==> src/hw/rtl/magma_pkg.sv <==
// Magma cipher shared definitions: round count, S-box table, key ordering.
// Stage record type used between the top level and the round stages.
// No dependencies.
package magma_pkg;

    localparam int NUM_ROUNDS = 32;
    localparam int FWD_ENC    = 24;   // encrypt: forward key order for the first 24 rounds
    localparam int FWD_DEC    = 8;    // decrypt: forward key order for the first 8 rounds
    localparam int ROT        = 11;
    localparam int CFG_IDX_W  = 3;
    localparam int KEY_W      = 64;

    // Configuration register indexes
    localparam logic [CFG_IDX_W-1:0] REG_KEY_A = 3'd0;
    localparam logic [CFG_IDX_W-1:0] REG_KEY_B = 3'd1;
    localparam logic [CFG_IDX_W-1:0] REG_KEY_C = 3'd2;
    localparam logic [CFG_IDX_W-1:0] REG_KEY_D = 3'd3;

    localparam logic CMD_DECRYPT = 1'b1;

    typedef struct packed {
        logic        valid;
        logic        cmd;
        logic [31:0] hi;
        logic [31:0] lo;
    } stage_t;

    typedef struct packed {
        logic        cmd;
        logic [31:0] hi;
        logic [31:0] lo;
    } payload_t;

    typedef logic [3:0] sbox_row_t [16];

    localparam sbox_row_t SBOX [8] = '{
        '{4'd12, 4'd4,  4'd6,  4'd2,  4'd10, 4'd5,  4'd11, 4'd9,
          4'd14, 4'd8,  4'd13, 4'd7,  4'd0,  4'd3,  4'd15, 4'd1},
        '{4'd6,  4'd8,  4'd2,  4'd3,  4'd9,  4'd10, 4'd5,  4'd12,
          4'd1,  4'd14, 4'd4,  4'd7,  4'd11, 4'd13, 4'd0,  4'd15},
        '{4'd11, 4'd3,  4'd5,  4'd8,  4'd2,  4'd15, 4'd10, 4'd13,
          4'd14, 4'd1,  4'd7,  4'd4,  4'd12, 4'd9,  4'd6,  4'd0},
        '{4'd12, 4'd8,  4'd2,  4'd1,  4'd13, 4'd4,  4'd15, 4'd6,
          4'd7,  4'd0,  4'd10, 4'd5,  4'd3,  4'd14, 4'd9,  4'd11},
        '{4'd7,  4'd15, 4'd5,  4'd10, 4'd8,  4'd1,  4'd6,  4'd13,
          4'd0,  4'd9,  4'd3,  4'd14, 4'd11, 4'd4,  4'd2,  4'd12},
        '{4'd5,  4'd13, 4'd15, 4'd6,  4'd9,  4'd2,  4'd12, 4'd10,
          4'd11, 4'd7,  4'd8,  4'd1,  4'd4,  4'd3,  4'd14, 4'd0},
        '{4'd8,  4'd14, 4'd2,  4'd5,  4'd6,  4'd9,  4'd1,  4'd12,
          4'd15, 4'd4,  4'd11, 4'd0,  4'd13, 4'd10, 4'd3,  4'd7},
        '{4'd1,  4'd7,  4'd14, 4'd13, 4'd0,  4'd5,  4'd8,  4'd3,
          4'd4,  4'd15, 4'd10, 4'd6,  4'd9,  4'd12, 4'd11, 4'd2}
    };

    // Eight parallel 4-bit substitutions, box 0 on the lowest nibble
    function automatic logic [31:0] subst(input logic [31:0] x);
        logic [31:0] r;
        r = '0;
        for (int n = 0; n < 8; n++) begin
            r[4*n +: 4] = SBOX[n][x[4*n +: 4]];
        end
        return r;
    endfunction

    function automatic logic [31:0] gfun(input logic [31:0] x, input logic [31:0] k);
        logic [31:0] s;
        s = subst(x + k);
        return {s[31-ROT:0], s[31:32-ROT]};
    endfunction

    // Round key slot: forward order K1..K8 or reverse K8..K1
    function automatic logic [2:0] key_index(input logic [4:0] rnd, input logic dec);
        logic fwd;
        fwd = (dec == CMD_DECRYPT) ? (rnd < 5'(FWD_DEC)) : (rnd < 5'(FWD_ENC));
        return fwd ? rnd[2:0] : ~rnd[2:0];
    endfunction

endpackage

==> src/hw/rtl/magma_round.sv <==
// One Feistel round of the Magma cipher with its pipeline register.
// Depends on magma_pkg (stage_t, payload_t, gfun).
module magma_round (
    input  logic              clk,
    input  logic              rst_n,
    input  logic              en,
    input  magma_pkg::stage_t up,
    input  logic [31:0]       rkey,
    output magma_pkg::stage_t dn
);
    import magma_pkg::*;

    logic     valid_reg;
    payload_t data_reg;
    payload_t data_next;

    // Swap halves: new high is old low, new low is the round output
    always_comb
    begin
        data_next.cmd = up.cmd;
        data_next.hi  = up.lo;
        data_next.lo  = gfun(up.lo, rkey) ^ up.hi;
    end

    always_ff @(posedge clk or negedge rst_n)
    begin
        if (!rst_n)
        begin
            valid_reg <= 1'b0;
        end
        else if (en)
        begin
            valid_reg <= up.valid;
        end
    end

    always_ff @(posedge clk)
    begin
        if (en && up.valid)
        begin
            data_reg <= data_next;
        end
    end

    assign dn.valid = valid_reg;
    assign dn.cmd   = data_reg.cmd;
    assign dn.hi    = data_reg.hi;
    assign dn.lo    = data_reg.lo;

endmodule

==> config.mk <==
export PLATFORM = sky130hd
export DESIGN_NAME = magma_round
export DESIGN_NICKNAME = d
export VERILOG_FILES = /design/src/hw/rtl/magma_pkg.sv /design/src/hw/rtl/magma_round.sv
export SDC_FILE = /design/constraint.sdc
export NUM_CORES = 1
export LEC_CHECK = 0
export BUFFER_PORTS_ARGS = -buffer_cell sky130_fd_sc_hd__buf_2
export CORE_MARGIN = 2
export CORE_UTILIZATION = 50
export CTS_BUF_LIST = sky130_fd_sc_hd__clkbuf_8
export CTS_CLUSTER_DIAMETER = 120
export DETAILED_ROUTE_END_ITERATION = 16
export HOLD_SLACK_MARGIN = 0.1
export PLACE_DENSITY = 0.89
export SKIP_CTS_REPAIR_TIMING = 1
export SYNTH_ARGS = -nofsm -noshare
export SYNTH_HDL_FRONTEND = slang
export SYNTH_SLANG_ARGS = --single-unit
==> constraint.sdc <==
create_clock -name clk -period 1.85 [get_ports clk]
set_input_delay 0.0925 -clock clk [delete_from_list [all_inputs] [get_ports clk]]
set_output_delay 0.0925 -clock clk [all_outputs]
set_load 0.03 [all_outputs]
Word-level counts from Yosys, hierarchy flattened. Memories as Yosys holds them, arrays and structs flattened. Cells that the tools add are included.

Output and inout bits: 66. Word-level logic and storage cells: 47. Memory bits (read-only): 512. Flip-flop bits (word level): 66. Memories: 8.

Memory list: (no name shown) (words 16, bits a word 4, read ports 1, clocked after memory_dff 0, write ports 0, line magma_pkg.sv:60) `r[4*n +: 4] = SBOX[n][x[4*n +: 4]];`; (no name shown) (words 16, bits a word 4, read ports 1, clocked after memory_dff 0, write ports 0, line magma_pkg.sv:60); (no name shown) (words 16, bits a word 4, read ports 1, clocked after memory_dff 0, write ports 0, line magma_pkg.sv:60); (no name shown) (words 16, bits a word 4, read ports 1, clocked after memory_dff 0, write ports 0, line magma_pkg.sv:60); (no name shown) (words 16, bits a word 4, read ports 1, clocked after memory_dff 0, write ports 0, line magma_pkg.sv:60); (no name shown) (words 16, bits a word 4, read ports 1, clocked after memory_dff 0, write ports 0, line magma_pkg.sv:60); +2 memories.

Muxes and demuxes: 16. Bitwise operators: 9. Add/subtract/negate cells: 1. Order comparisons: 8. Reduce and logical (&&, ||, !) cells: 1.

Operator list (count): 4-bit 2-to-1 mux (16); 5-bit >= comparator (second input constant) (8); 4-bit NOT with 5-bit output (8); 32-bit adder (1); 32-bit bitwise XOR (1); 1-bit logical AND (1).

Longest topological paths before layout. Gate-level depths: netlist of the first run.

Word-level depth: 6. Gate-level depth with buffers: 16.

Worst setup path after synthesis of the first run. Ideal clock, no wire load.

Kind: input port to flip-flop. Start point: input port up[0] (netlist name). End point: register data_reg (netlist bit dn[7]), data pin. Stages: 15. Path buffers: 0. Arrival: 2.938 ns. Data required time: 1.587 ns. Slack: -1.351 ns. Library setup time: 0.263 ns. Cells stage by stage: ha_1 > inv_1 > fa_1 > nand2b_1 > a211oi_2 > o2111ai_1 > a211oi_1 > nor3_1 > xnor2_1 > inv_1 > ha_1 > or2_2 > mux2i_1 > mux2i_1 > xor2_1.

RTL lines: start: declaration (line magma_round.sv:7) `input magma_pkg::stage_t up,`; end signal: assignment (line magma_round.sv:41) `data_reg <= data_next;`; end: declaration (line magma_round.sv:14) `payload_t data_reg;`.

==> results of run 1 <==
kinds of logic (layout without fill, tap and decap cells):
logic type                 count (synthesis)  in the layout
adders and majority gates                 69             69
muxes                                     31             31
buffers and inverters                     48            441
DFF                                       66             66
and+or+nand+nor                          118            118
xor gates and xnor gates                  63             63
other                                      0              2
AOI/OAI and AO/OA                        126            126
through the flow:
stage	total power, mW	instances	TNS (ps)	worst slack, ps
4_1_cts	6.933	973	-19900	-974.0
3_3_place_gp	5.437	957	-28080	-1217
2_1_floorplan	4.377	521	-21720	-1075
3_5_place_dp	5.687	957	-31280	-1380
5_1_grt	8.228	1056	-24200	-1128
6_report	7.947	1056	-21630	-1042
worst min-delay path, cell delays in order:
cell and delay (ps):
buf_2 120, nand3_1 80, o311ai_1 110
layout make-up:
class	count	area [sq um]	share of cell area
clock buffer	9	123.9	0.01317
inverter	34	127.6	0.01357
antenna	2	5.005	0.0005320
multi-input combinational	407	4136	0.4397
tap	140	175.2	0.01862
sequential	66	1977	0.2101
clock inverter	7	68.82	0.007315
timing repair buffer	391	2794	0.2970
layer usage:
layer  track usage  wire length [um]  vias up
li1              -                 -     2714
met1        0.2864              7890     3010
met2        0.4630             11410      550
met3       0.06343              2130      187
met4        0.1266              1790        0
met5             0                 0        -
worst min-delay path by stage:
stage	to	slack, ps
floorplan	valid_reg	-200
global placement	valid_reg	-130
detailed placement	valid_reg	-130
CTS	valid_reg	-530
global route	dn[4]	130
finish	dn[4]	120
cell usage after synthesis, types with 8 or more instances:
library cell / instances / area (sq um)
inv_1: 34 / 127.6
and2_1: 10 / 62.56
nor3_1: 8 / 40.04
a21o_1: 14 / 105.1
nor2_1: 27 / 101.4
mux2i_1: 16 / 160.2
o211ai_1: 8 / 60.06
nand3_1: 17 / 85.08
edfxtp_1: 65 / 1952
nand2_1: 32 / 120.1
a21oi_1: 32 / 160.2
xnor2_1: 35 / 306.5
o21ai_0: 9 / 45.04
ha_1: 68 / 850.8
xor2_1: 24 / 210.2
mux4_2: 10 / 225.2
power breakdown:
group	internal, mW	switching (mW)	total [mW]	leakage (nW)
logic	2.17	2.50	4.67	3.49
clock network	0.618	0.679	1.30	0.0870
registers	1.93	0.0474	1.98	0.622
==> run_results.csv, run 1 <==
group,metric,value,unit
synthesis,ys_async_sr_fraction,0.01515,
critical_path,reg2reg_from,"valid_reg",
timing,rsz0062_at_grt,"yes",
critical_path,cp_num_cells,12,
run_status,violations,"negative setup slack",
critical_path,r2r_slack,560,ps
routing,wl_per_cell,21.99,um
critical_path,startpoint,"up[9]",
timing,setup_ws,-1042,ps
pwr,p_per_area,844.7,nW/um^2
synthesis,synth_simple_gate_area_frac,0.1037,
timing,worst_pin_slew,819.6,ps
pwr,ir_worst_vdd,576.5,uV
placed_design,place_congestion,0.8979,
placed_design,portBuffers,166,
cells_and_area,fillers,446,
global_routing,grt_max_degree,66,
worst_hold_path,worst_hold_path.num_cells,3,
floorplan,chipHeight,109.6,um
synthesis,muxShareOfSynthArea,0.08257,
clocking,numCtsBuffers,9,
timing,hold_ws,124.4,ps
routing,vias_per_cell,6.118,
synthesis,synthesis.area,5577,sq um
placed_design,place_area,7894,sq um
global_routing,grt_pass1_wl,24.28,mm
global_routing,grt_pass1_vias,5473,
global_routing,antenna_found_initial,2,
clocking,cts_buffer_depth,2,
routing,vias,6461,
timing,fmax,345.8,MHz
synthesis,synth_top_family_by_area,"compound AO/OA/AOI/OAI gates",
synthesis,synth-seq-area-share,0.3545,
critical_path,critPathArrivalTime,3020,ps
clocking,cts_sinks,66,
synthesis,synth-xor-area-share,0.1043,
timing,finalHoldViolCount,0,
synthesis,postSynthRegisterBits,66,
clocking,clkSlewWorstSetupHoldPaths,90,ps
synthesis,synth_fa_ha_area_frac,0.1562,
flow_run,drv_cap,0,
timing,min_period_over_period,1.563,
synthesis,syn_avg_cell_area,10.70,sq um
cells_and_area,nNetsFinal,1079,
routing,drc_errors,0,
cells_and_area,final_cell_mix,"buf_2 (160), buf_4 (146), dlygate4sd3_1 (68), edfxtp_1 (65), ha_1 (41)",
synthesis,synth_cell_types,64,
cells_and_area,largest_reg_flops,65,
timing,report.final.setup_viol,28,
synthesis,syn_inst,521,
cells_and_area,drive_gt1_frac,0.5284,
timing,relSlewSlack,0.4497,
critical_path,worstReg2RegEnd,"valid_reg",
floorplan,dieArea,12010,sq um
routing,drt_wl_total,23.22,mm
timing,fin_crit,2892,ps
synthesis,ys.flop_type,"edfxtp_1",
critical_path,crit_fanout,6,
floorplan,ios,167,
floorplan,core-area,10840,sq um
synthesis,ys_warn_count,0,
critical_path,worstPathRequired,1980,ps
synthesis,synth-edff-count,65,
critical_path,crit_chain,"buf_2, ha_4, a21oi_4, o211ai_2, a21oi_4, o211ai_4, a221o_1, a21oi_2, xnor2_2, ha_1, mux4_2, xnor2_2",
critical_path,critPathCaptureType,"register",
global_routing,grt_usage,0.2591,
synthesis,synth_fp_nets,691,
run_status,outcome,"finished with violations",
pwr,p_leak,4.196,nW
worst_hold_path,hp-class,"in2reg",
routing,drtIter0Drc,825,
clocking,clock-root-buffer,"clkbuf_8",
synthesis,synth-compound-area-share,0.1645,
floorplan,placement_rows,38,
clocking,cts_tree,"done",
cells_and_area,post-route-util,0.8678,
cells_and_area,syn_to_final_growth,68.70,%
timing,slew_viol_final,0,
critical_path,critPathLaunchType,"primary input",
critical_path,critPathSlowestCell,"mux4_2",
critical_path,r2r_cells,2,
critical_path,path_delay_family,"compound AO/OA/AOI/OAI gates",
global_routing,gr-total-overflow,0,
critical_path,max_stage_delay,530,ps
placed_design,dp_hpwl,12.41,mm
routing,drt.antenna.violating_nets,0,
timing,fin_skew,0,ps
critical_path,critical_path_buf_inv_count,1,
floorplan,die_x,109.6,um
floorplan,start_util,0.5144,
critical_path,critical_path_class,"in2reg",
worst_hold_path,holdCritStartpoint,"up[36]",
clocking,cts_max_level,3,
clocking,clkLatencyLatePin,380,ps
routing,dr.pass1.iters,8,
critical_path,crit_path_end,"dn[2]",
cells_and_area,layout_commonest_cell,"buf_2",
cells_and_area,fin_area,9408,sq um
Power figures use the tool's default switching activity.
==> run 2, diff against run 1 <==
CORE_UTILIZATION = 58   (was 50)
PLACE_DENSITY = 0.95   (was 0.89)
==> run 2 against run 1 <==
  * The flow now stops in 5_1_grt
  * Synthesized cell count did not move
  * Area after synthesis did not move
==> run_results.csv, run 2 <==
group,metric,value,unit
run_status,outcome,"stopped before the end",
run_status,stop_stage,"5_1_grt",
run_status,firstError,"[ERROR GRT-0232] Routing congestion too high. Check the congestion heatmap in the GUI.",
synthesis,postSynthRegisterBits,66,
synthesis,synth_fp_nets,691,
clocking,clock-root-buffer,"clkbuf_8",
synthesis,synth_top_area_share,0.3500,
synthesis,synth-seq-area-share,0.3545,
floorplan,ios,167,
synthesis,post-synth-top-area-cell,"edfxtp_1",
synthesis,ys_warn_count,0,
global_routing,grt_usage,0.9774,
clocking,cts_max_level,3,
synthesis,synth-edff-count,65,
floorplan,start_util,0.6007,
global_routing,gr-total-overflow,819,
global_routing,grt_max_degree,26,
synthesis,ys_async_sr_fraction,0.01515,
placed_design,dp_hpwl,15.11,mm
floorplan,chipHeight,102.1,um
synthesis,ys_top_cells_by_area,"edfxtp_1 (35%), ha_1 (15%), xnor2_1 (5.5%)",
synthesis,yosysMostFrequentCell,"ha_1",
synthesis,syn_avg_cell_area,10.70,sq um
synthesis,ys.flop_type,"edfxtp_1",
clocking,cts_buffer_depth,2,
placed_design,portBuffers,166,
clocking,cts_sinks,66,
floorplan,die_x,102.1,um
placed_design,place_congestion,0.9020,
clocking,numCtsBuffers,9,
synthesis,syn_inst,521,
synthesis,synthesis.area,5577,sq um
floorplan,placement_rows,35,
timing,crit_endpoint,"dn[31]$_DFFE_PP_/D",
placed_design,dp.cells,943,
timing,worst-ep-kind,"register data pin",
synthesis,synthTopCellsByCount,"ha_1 (68), edfxtp_1 (65), xnor2_1 (35)",
synthesis,synth_cell_types,64,
-- run 2: logic make-up after synthesis --
logic type / synth area share
XOR/XNOR: 0.1043
adder cells (fa/ha/maj): 0.1562
multiplexers: 0.08257
buffers and inverters: 0.03433
AND/OR/NAND/NOR: 0.1037
AO/OA/AOI/OAI: 0.1645
flip-flops: 0.3545
-- run 2: metrics by stage --
stage / worst slack (ps) / util / setup TNS (ps) / area (sq um) / hold slack, ps
2_1_floorplan: -1075 / - / -21720 / 5847 / -203.1
3_3_place_gp: -1215 / 0.8464 / -27810 / 7858 / -132.6
3_5_place_dp: -1338 / 0.8464 / -32200 / 7858 / -129.3
4_1_cts: -1060 / 0.8687 / -22960 / 8065 / -517.9
-- run 2: routing by layer --
metal,GRT usage,overflow
met5,0.3702,1
met4,1.112,176
met3,0.7196,11
met2,1.295,621
met1,0.8649,10
==> run 3, diff against run 2 <==
CORE_UTILIZATION = 40   (was 58)
CTS_BUF_LIST = not set   (was sky130_fd_sc_hd__clkbuf_8)
CTS_CLUSTER_DIAMETER = not set   (was 120)
HOLD_SLACK_MARGIN = not set   (was 0.1)
PLACE_DENSITY = not set   (was 0.95)
PLACE_DENSITY_LB_ADDON = 0.15   (was not set)
==> run 3 against run 2 <==
  * The flow now finishes, with violations (negative setup slack)
==> run_results.csv, run 3 (synthesis gave the netlist of run 1 again) <==
group,metric,value,unit
critical_path,critical_path_class,"in2reg",
floorplan,chipHeight,122.1,um
pwr,pwr-share-comb,0.538,
routing,drtIter0Drc,182,
placed_design,portBuffers,166,
placed_design,place_congestion,0.8715,
worst_hold_path,hp-class,"in2reg",
routing,drc_errors,0,
cells_and_area,final_cell_mix,"buf_2 (163), buf_4 (162), edfxtp_1 (65), ha_1 (44), dlygate4sd3_1 (31)",
routing,vias,5298,
global_routing,grt_pass1_vias,5205,
clocking,cts_sinks,66,
pwr,ir_worst_vdd,433.2,uV
clocking,cts_max_level,3,
pwr,p_leak,4.114,nW
timing,slew_viol_final,0,
placed_design,dp_hpwl,12.37,mm
clocking,clkLatencyLatePin,340,ps
placed_design,dp.cells,1012,
pwr,p_seq_frac,0.252,
routing,drt.antenna.violating_nets,0,
pwr,switchingPower,2.796,mW
timing,fmax,363.7,MHz
cells_and_area,post-route-util,0.6642,
routing,wl_per_cell,14.84,um
timing,hold_ws,5.802,ps
run_status,outcome,"finished with violations",
critical_path,critPathArrivalTime,2840,ps
critical_path,critPathLaunchType,"primary input",
floorplan,core-area,13770,sq um
cells_and_area,nNetsFinal,1055,
floorplan,die_x,122.1,um
timing,report.final.setup_viol,28,
critical_path,cp_common_cell,"ha_1",
cells_and_area,layout_commonest_cell,"buf_2",
global_routing,antenna_found_initial,1,
run_status,violations,"negative setup slack",
timing,finalHoldViolCount,0,
clocking,clkSlewWorstSetupHoldPaths,50,ps
timing,rsz0062_at_grt,"yes",
cells_and_area,largest_reg_flops,65,
cells_and_area,drive_gt1_frac,0.5444,
routing,vias_per_cell,4.956,
routing,drt_wl_total,15.87,mm
pwr,p_int,5.045,mW
critical_path,crit_chain,"buf_2, ha_1, nand3_1, o211ai_2, a21oi_4, o211ai_4, a221o_1, a21oi_2, xnor2_2, ha_1, mux4_2, xnor2_1",
critical_path,critPathCaptureType,"register",
pwr,pwr-share-clk,0.211,
timing,finalSetupTns,-18920,ps
placed_design,pre_cts_ws,-1338,ps
routing,dr.pass1.iters,4,
global_routing,gr-total-overflow,0,
global_routing,grt_max_degree,32,
timing,min_period_over_period,1.486,
floorplan,ios,167,
floorplan,dieArea,14900,sq um
clocking,numCtsBuffers,9,
cells_and_area,antenna_cells,0,
timing,worst_pin_slew,394.6,ps
critical_path,crit_fanout,6,
global_routing,grt_usage,0.2043,
clocking,clock-root-buffer,"clkbuf_16",
critical_path,worstPathRequired,1940,ps
pwr,p_per_area,857.1,nW/um^2
cells_and_area,syn_to_final_growth,64.06,%
flow_run,drv_cap,0,
clocking,cts_buffer_depth,2,
clocking,cts_tree,"done",
timing,setup_ws,-899.9,ps
global_routing,grt_pass1_wl,24.03,mm
critical_path,critPathSlowestCell,"mux4_2",
floorplan,start_util,0.4049,
timing,fin_crit,2750,ps
timing,relSlewSlack,0.7301,
cells_and_area,fin_cells,1069,
critical_path,max_stage_delay,490,ps
floorplan,placement_rows,43,
pwr,swShare,0.3566,
timing,fin_skew,0,ps
## run 3: path summary, 6_finish.rpt
path	start	endpoint	slack, ps	cells after the start
worst max-delay path	up[7]	dn[2]	-900	12
worst min-delay path	up[65]	valid_reg	6	2
worst max register to register	valid_reg	valid_reg	1110	1
worst min register to register	valid_reg	valid_reg	520	1
max in group asynchronous	rst_n	valid_reg	1700	2
min in group asynchronous	rst_n	valid_reg	60	2
## run 3: power groups by stage
stage          clock network [mW]  logic [mW]  registers, mW
6_report                     1.65        4.21           1.97
5_1_grt                      1.74        4.57           1.99
4_1_cts                      1.70        3.74           1.98
3_5_place_dp                    0        3.72           2.01
3_3_place_gp                    0        3.58           2.00
2_1_floorplan                   0        1.99           2.38
## run 3: layout make-up
type,instances,area (sq um)
Multi-Input combinational cell,407,4063
Inverter,34,130.1
Fill cell,1150,4624
Clock buffer,10,229.0
Clock inverter,5,46.29
Timing Repair Buffer,367,2479
Sequential cell,66,1977
Tap cell,180,225.2
## run 3: layer usage
layer,part of all wire,track usage,up-vias,wire (um)
met5,0.0010,0,-,16
met4,0.016,0.08190,2,261
met3,0.044,0.03277,22,705
met2,0.49,0.3443,118,7761
met1,0.45,0.2615,2507,7122
li1,-,-,2649,-
## run 3: per-stage QoR
stage | power, mW | area (sq um)
after global routing | 8.301 | 9149
final | 7.841 | 9149
after floorplan | 4.377 | 5847
after detailed placement | 5.732 | 8045
after CTS | 7.422 | 8320
after global placement | 5.586 | 8045
## run 3: critical path: cells and delay by family
| family | cells | cell delay [ps] |
|---|---|---|
| compound gates | 5 | 1020 |
| xor+xnor | 2 | 310 |
| fa+ha+maj | 2 | 700 |
| buf+inv | 1 | 110 |
| mux | 1 | 490 |
| simple gates | 1 | 120 |
==> run 4, diff against run 3 <==
CORE_MARGIN = not set   (was 2)
==> run 4 against run 3 <==
  * The run still ends with negative setup slack left
  * Wire length up 0.90%
  * Cell area up 2.5%
  * Flip-flop and latch count unchanged
  * Critical endpoint is now dn[31]
==> run_results.csv, run 4 (synthesis gave the netlist of run 1 again) <==
group,metric,value,unit
timing,min_period_over_period,1.493,
pwr,p_per_area,863.2,nW/um^2
clocking,clkLatencyLatePin,340,ps
critical_path,crit_chain,"buf_8, ha_4, inv_2, fa_2, nand2b_4, a211oi_4, o2111ai_2, nand2_2, a21oi_4, o21ai_2, xnor2_2, inv_2, ha_4, mux4_2, xnor2_1",
cells_and_area,syn_to_final_growth,68.23,%
routing,top_layer,"met4",
critical_path,worstPathRequired,1950,ps
routing,wl_per_cell,15.00,um
floorplan,start_util,0.4162,
cells_and_area,drive_gt1_frac,0.5668,
cells_and_area,layout_commonest_cell,"buf_2",
routing,wl_met1,6.965,mm
floorplan,die_x,120.1,um
timing,fin_crit,2761,ps
routing,vias_per_cell,5.025,
pwr,p_int,5.195,mW
cells_and_area,final_cell_mix,"buf_2 (163), buf_4 (155), edfxtp_1 (65), ha_1 (37), dlygate4sd3_1 (32)",
worst_hold_path,hp-class,"in2reg",
floorplan,core-area,13400,sq um
pwr,swShare,0.3586,
timing,fmax,362.2,MHz
worst_hold_path,holdCritStartpoint,"en",
global_routing,grt_pass1_wl,23.93,mm
critical_path,critPathSlowestCell,"mux4_2",
timing,fin_skew,0,ps
worst_hold_path,holdPathEnd,"valid_reg",
worst_hold_path,worst_hold_path.num_cells,2,
critical_path,max_stage_delay,470,ps
clocking,cts_buffer_depth,2,
timing,slew_viol_final,0,
pwr,ir_worst_vdd,507.9,uV
floorplan,placement_rows,42,
placed_design,dp_hpwl,11.62,mm
cells_and_area,nNetsFinal,1056,
global_routing,antenna_found_initial,0,
critical_path,reg2reg_from,"valid_reg",
critical_path,crit_fanout,4,
cells_and_area,largest_reg_flops,65,
floorplan,chipHeight,120.1,um
routing,drtIter0Drc,199,
clocking,clock-root-buffer,"clkbuf_16",
global_routing,grt_max_degree,66,
pwr,pwr-share-comb,0.542,
timing,worst_pin_slew,435.7,ps
critical_path,r2r_slack,1120,ps
placed_design,place_congestion,0.8349,
timing,report.final.setup_viol,28,
routing,wl_met2,7.925,mm
placed_design,pre_cts_ws,-1331,ps
clocking,cts_sinks,66,
floorplan,ios,167,
critical_path,critPathArrivalTime,2860,ps
pwr,pwr-share-clk,0.214,
global_routing,grt_usage,0.2101,
timing,finalHoldViolCount,0,
timing,setup_ws,-911.3,ps
timing,rsz0062_at_grt,"yes",
timing,finalSetupTns,-18970,ps
routing,wl_met3,797,um
pwr,p_seq_frac,0.244,
critical_path,critPathCaptureType,"register",
clocking,numCtsBuffers,9,
global_routing,grt_pass1_vias,5267,
pwr,p_leak,4.170,nW
routing,vias,5362,
critical_path,worstReg2RegEnd,"valid_reg",
routing,drt.antenna.violating_nets,0,
critical_path,critPathLaunchType,"primary input",
floorplan,dieArea,14420,sq um
critical_path,r2r_cells,1,
critical_path,critical_path_class,"in2reg",
timing,relSlewSlack,0.7020,
global_routing,gr-total-overflow,0,
pwr,switchingPower,2.904,mW
flow_run,drv_cap,0,
cells_and_area,antenna_cells,0,
clocking,clkSlewWorstSetupHoldPaths,60,ps
routing,dr.pass1.iters,4,
run_status,violations,"negative setup slack",
clocking,cts_max_level,3,
run_status,outcome,"finished with violations",
routing,drt_wl_total,16.01,mm
placed_design,portBuffers,166,
clocking,cts_tree,"done",
routing,drc_errors,0,
run 4: cell types whose count changed in the layout (fill, tap and decap cells not counted), sizes merged:
| cell | delta |
|---|---|
| clkinvlp | +1 |
| dlygate4sd3 | +1 |
| clkinv | -2 |
| clkbuf | +2 |
run 4: worst max path at each step:
stage                  end  startpoint
global placement    dn[10]       up[0]
detailed placement   dn[7]     rkey[0]
CTS                  dn[7]     rkey[0]
global route        dn[31]       up[0]
floorplan            dn[7]     rkey[0]
finish              dn[31]       up[0]
run 4: per-stage QoR:
stage,hold slack [ps],total power [mW],cell area (sq um),instances,utilization
3_5_place_dp,-131.7,5.681,7985,999,0.5959
5_1_grt,5.552,8.560,9382,1067,0.7001
2_1_floorplan,-203.1,4.377,5847,521,-
3_3_place_gp,-133.1,5.537,7985,999,0.5959
6_report,6.417,8.099,9382,1067,0.7001
4_1_cts,-503.0,7.453,8283,1015,0.6181
run 4: layout make-up:
type / instances / area, sq um
Multi-Input combinational cell: 407 / 4232
Fill cell: 984 / 4019
Timing Repair Buffer: 368 / 2527
Sequential cell: 66 / 1977
Clock buffer: 12 / 246.5
Tap cell: 176 / 220.2
Inverter: 34 / 127.6
Clock inverter: 4 / 51.30
run 4: worst max-delay path, delay by kind of cell:
family / cells / cell delay (ps)
and+or+nand+nor: 2 / 320
xor gates and xnor gates: 2 / 300
muxes: 1 / 470
buffers and inverters: 3 / 260
adders and majority gates: 3 / 660
AOI/OAI and AO/OA: 4 / 750
run 4: power groups by stage:
stage                     Sequential, mW  Combinational, mW  Clock (mW)
after global placement              2.00               3.53           0
after CTS                           1.98               3.70        1.77
after detailed placement            2.01               3.67           0
final                               1.98               4.39        1.73
after floorplan                     2.38               1.99           0
after global routing                1.99               4.74        1.83
run 4: layer usage:
metal  GRT usage  vias up
met4     0.08906        0
met2      0.3552      148
li1            -     2656
met1      0.2603     2534
met5           0        -
met3     0.03992       24
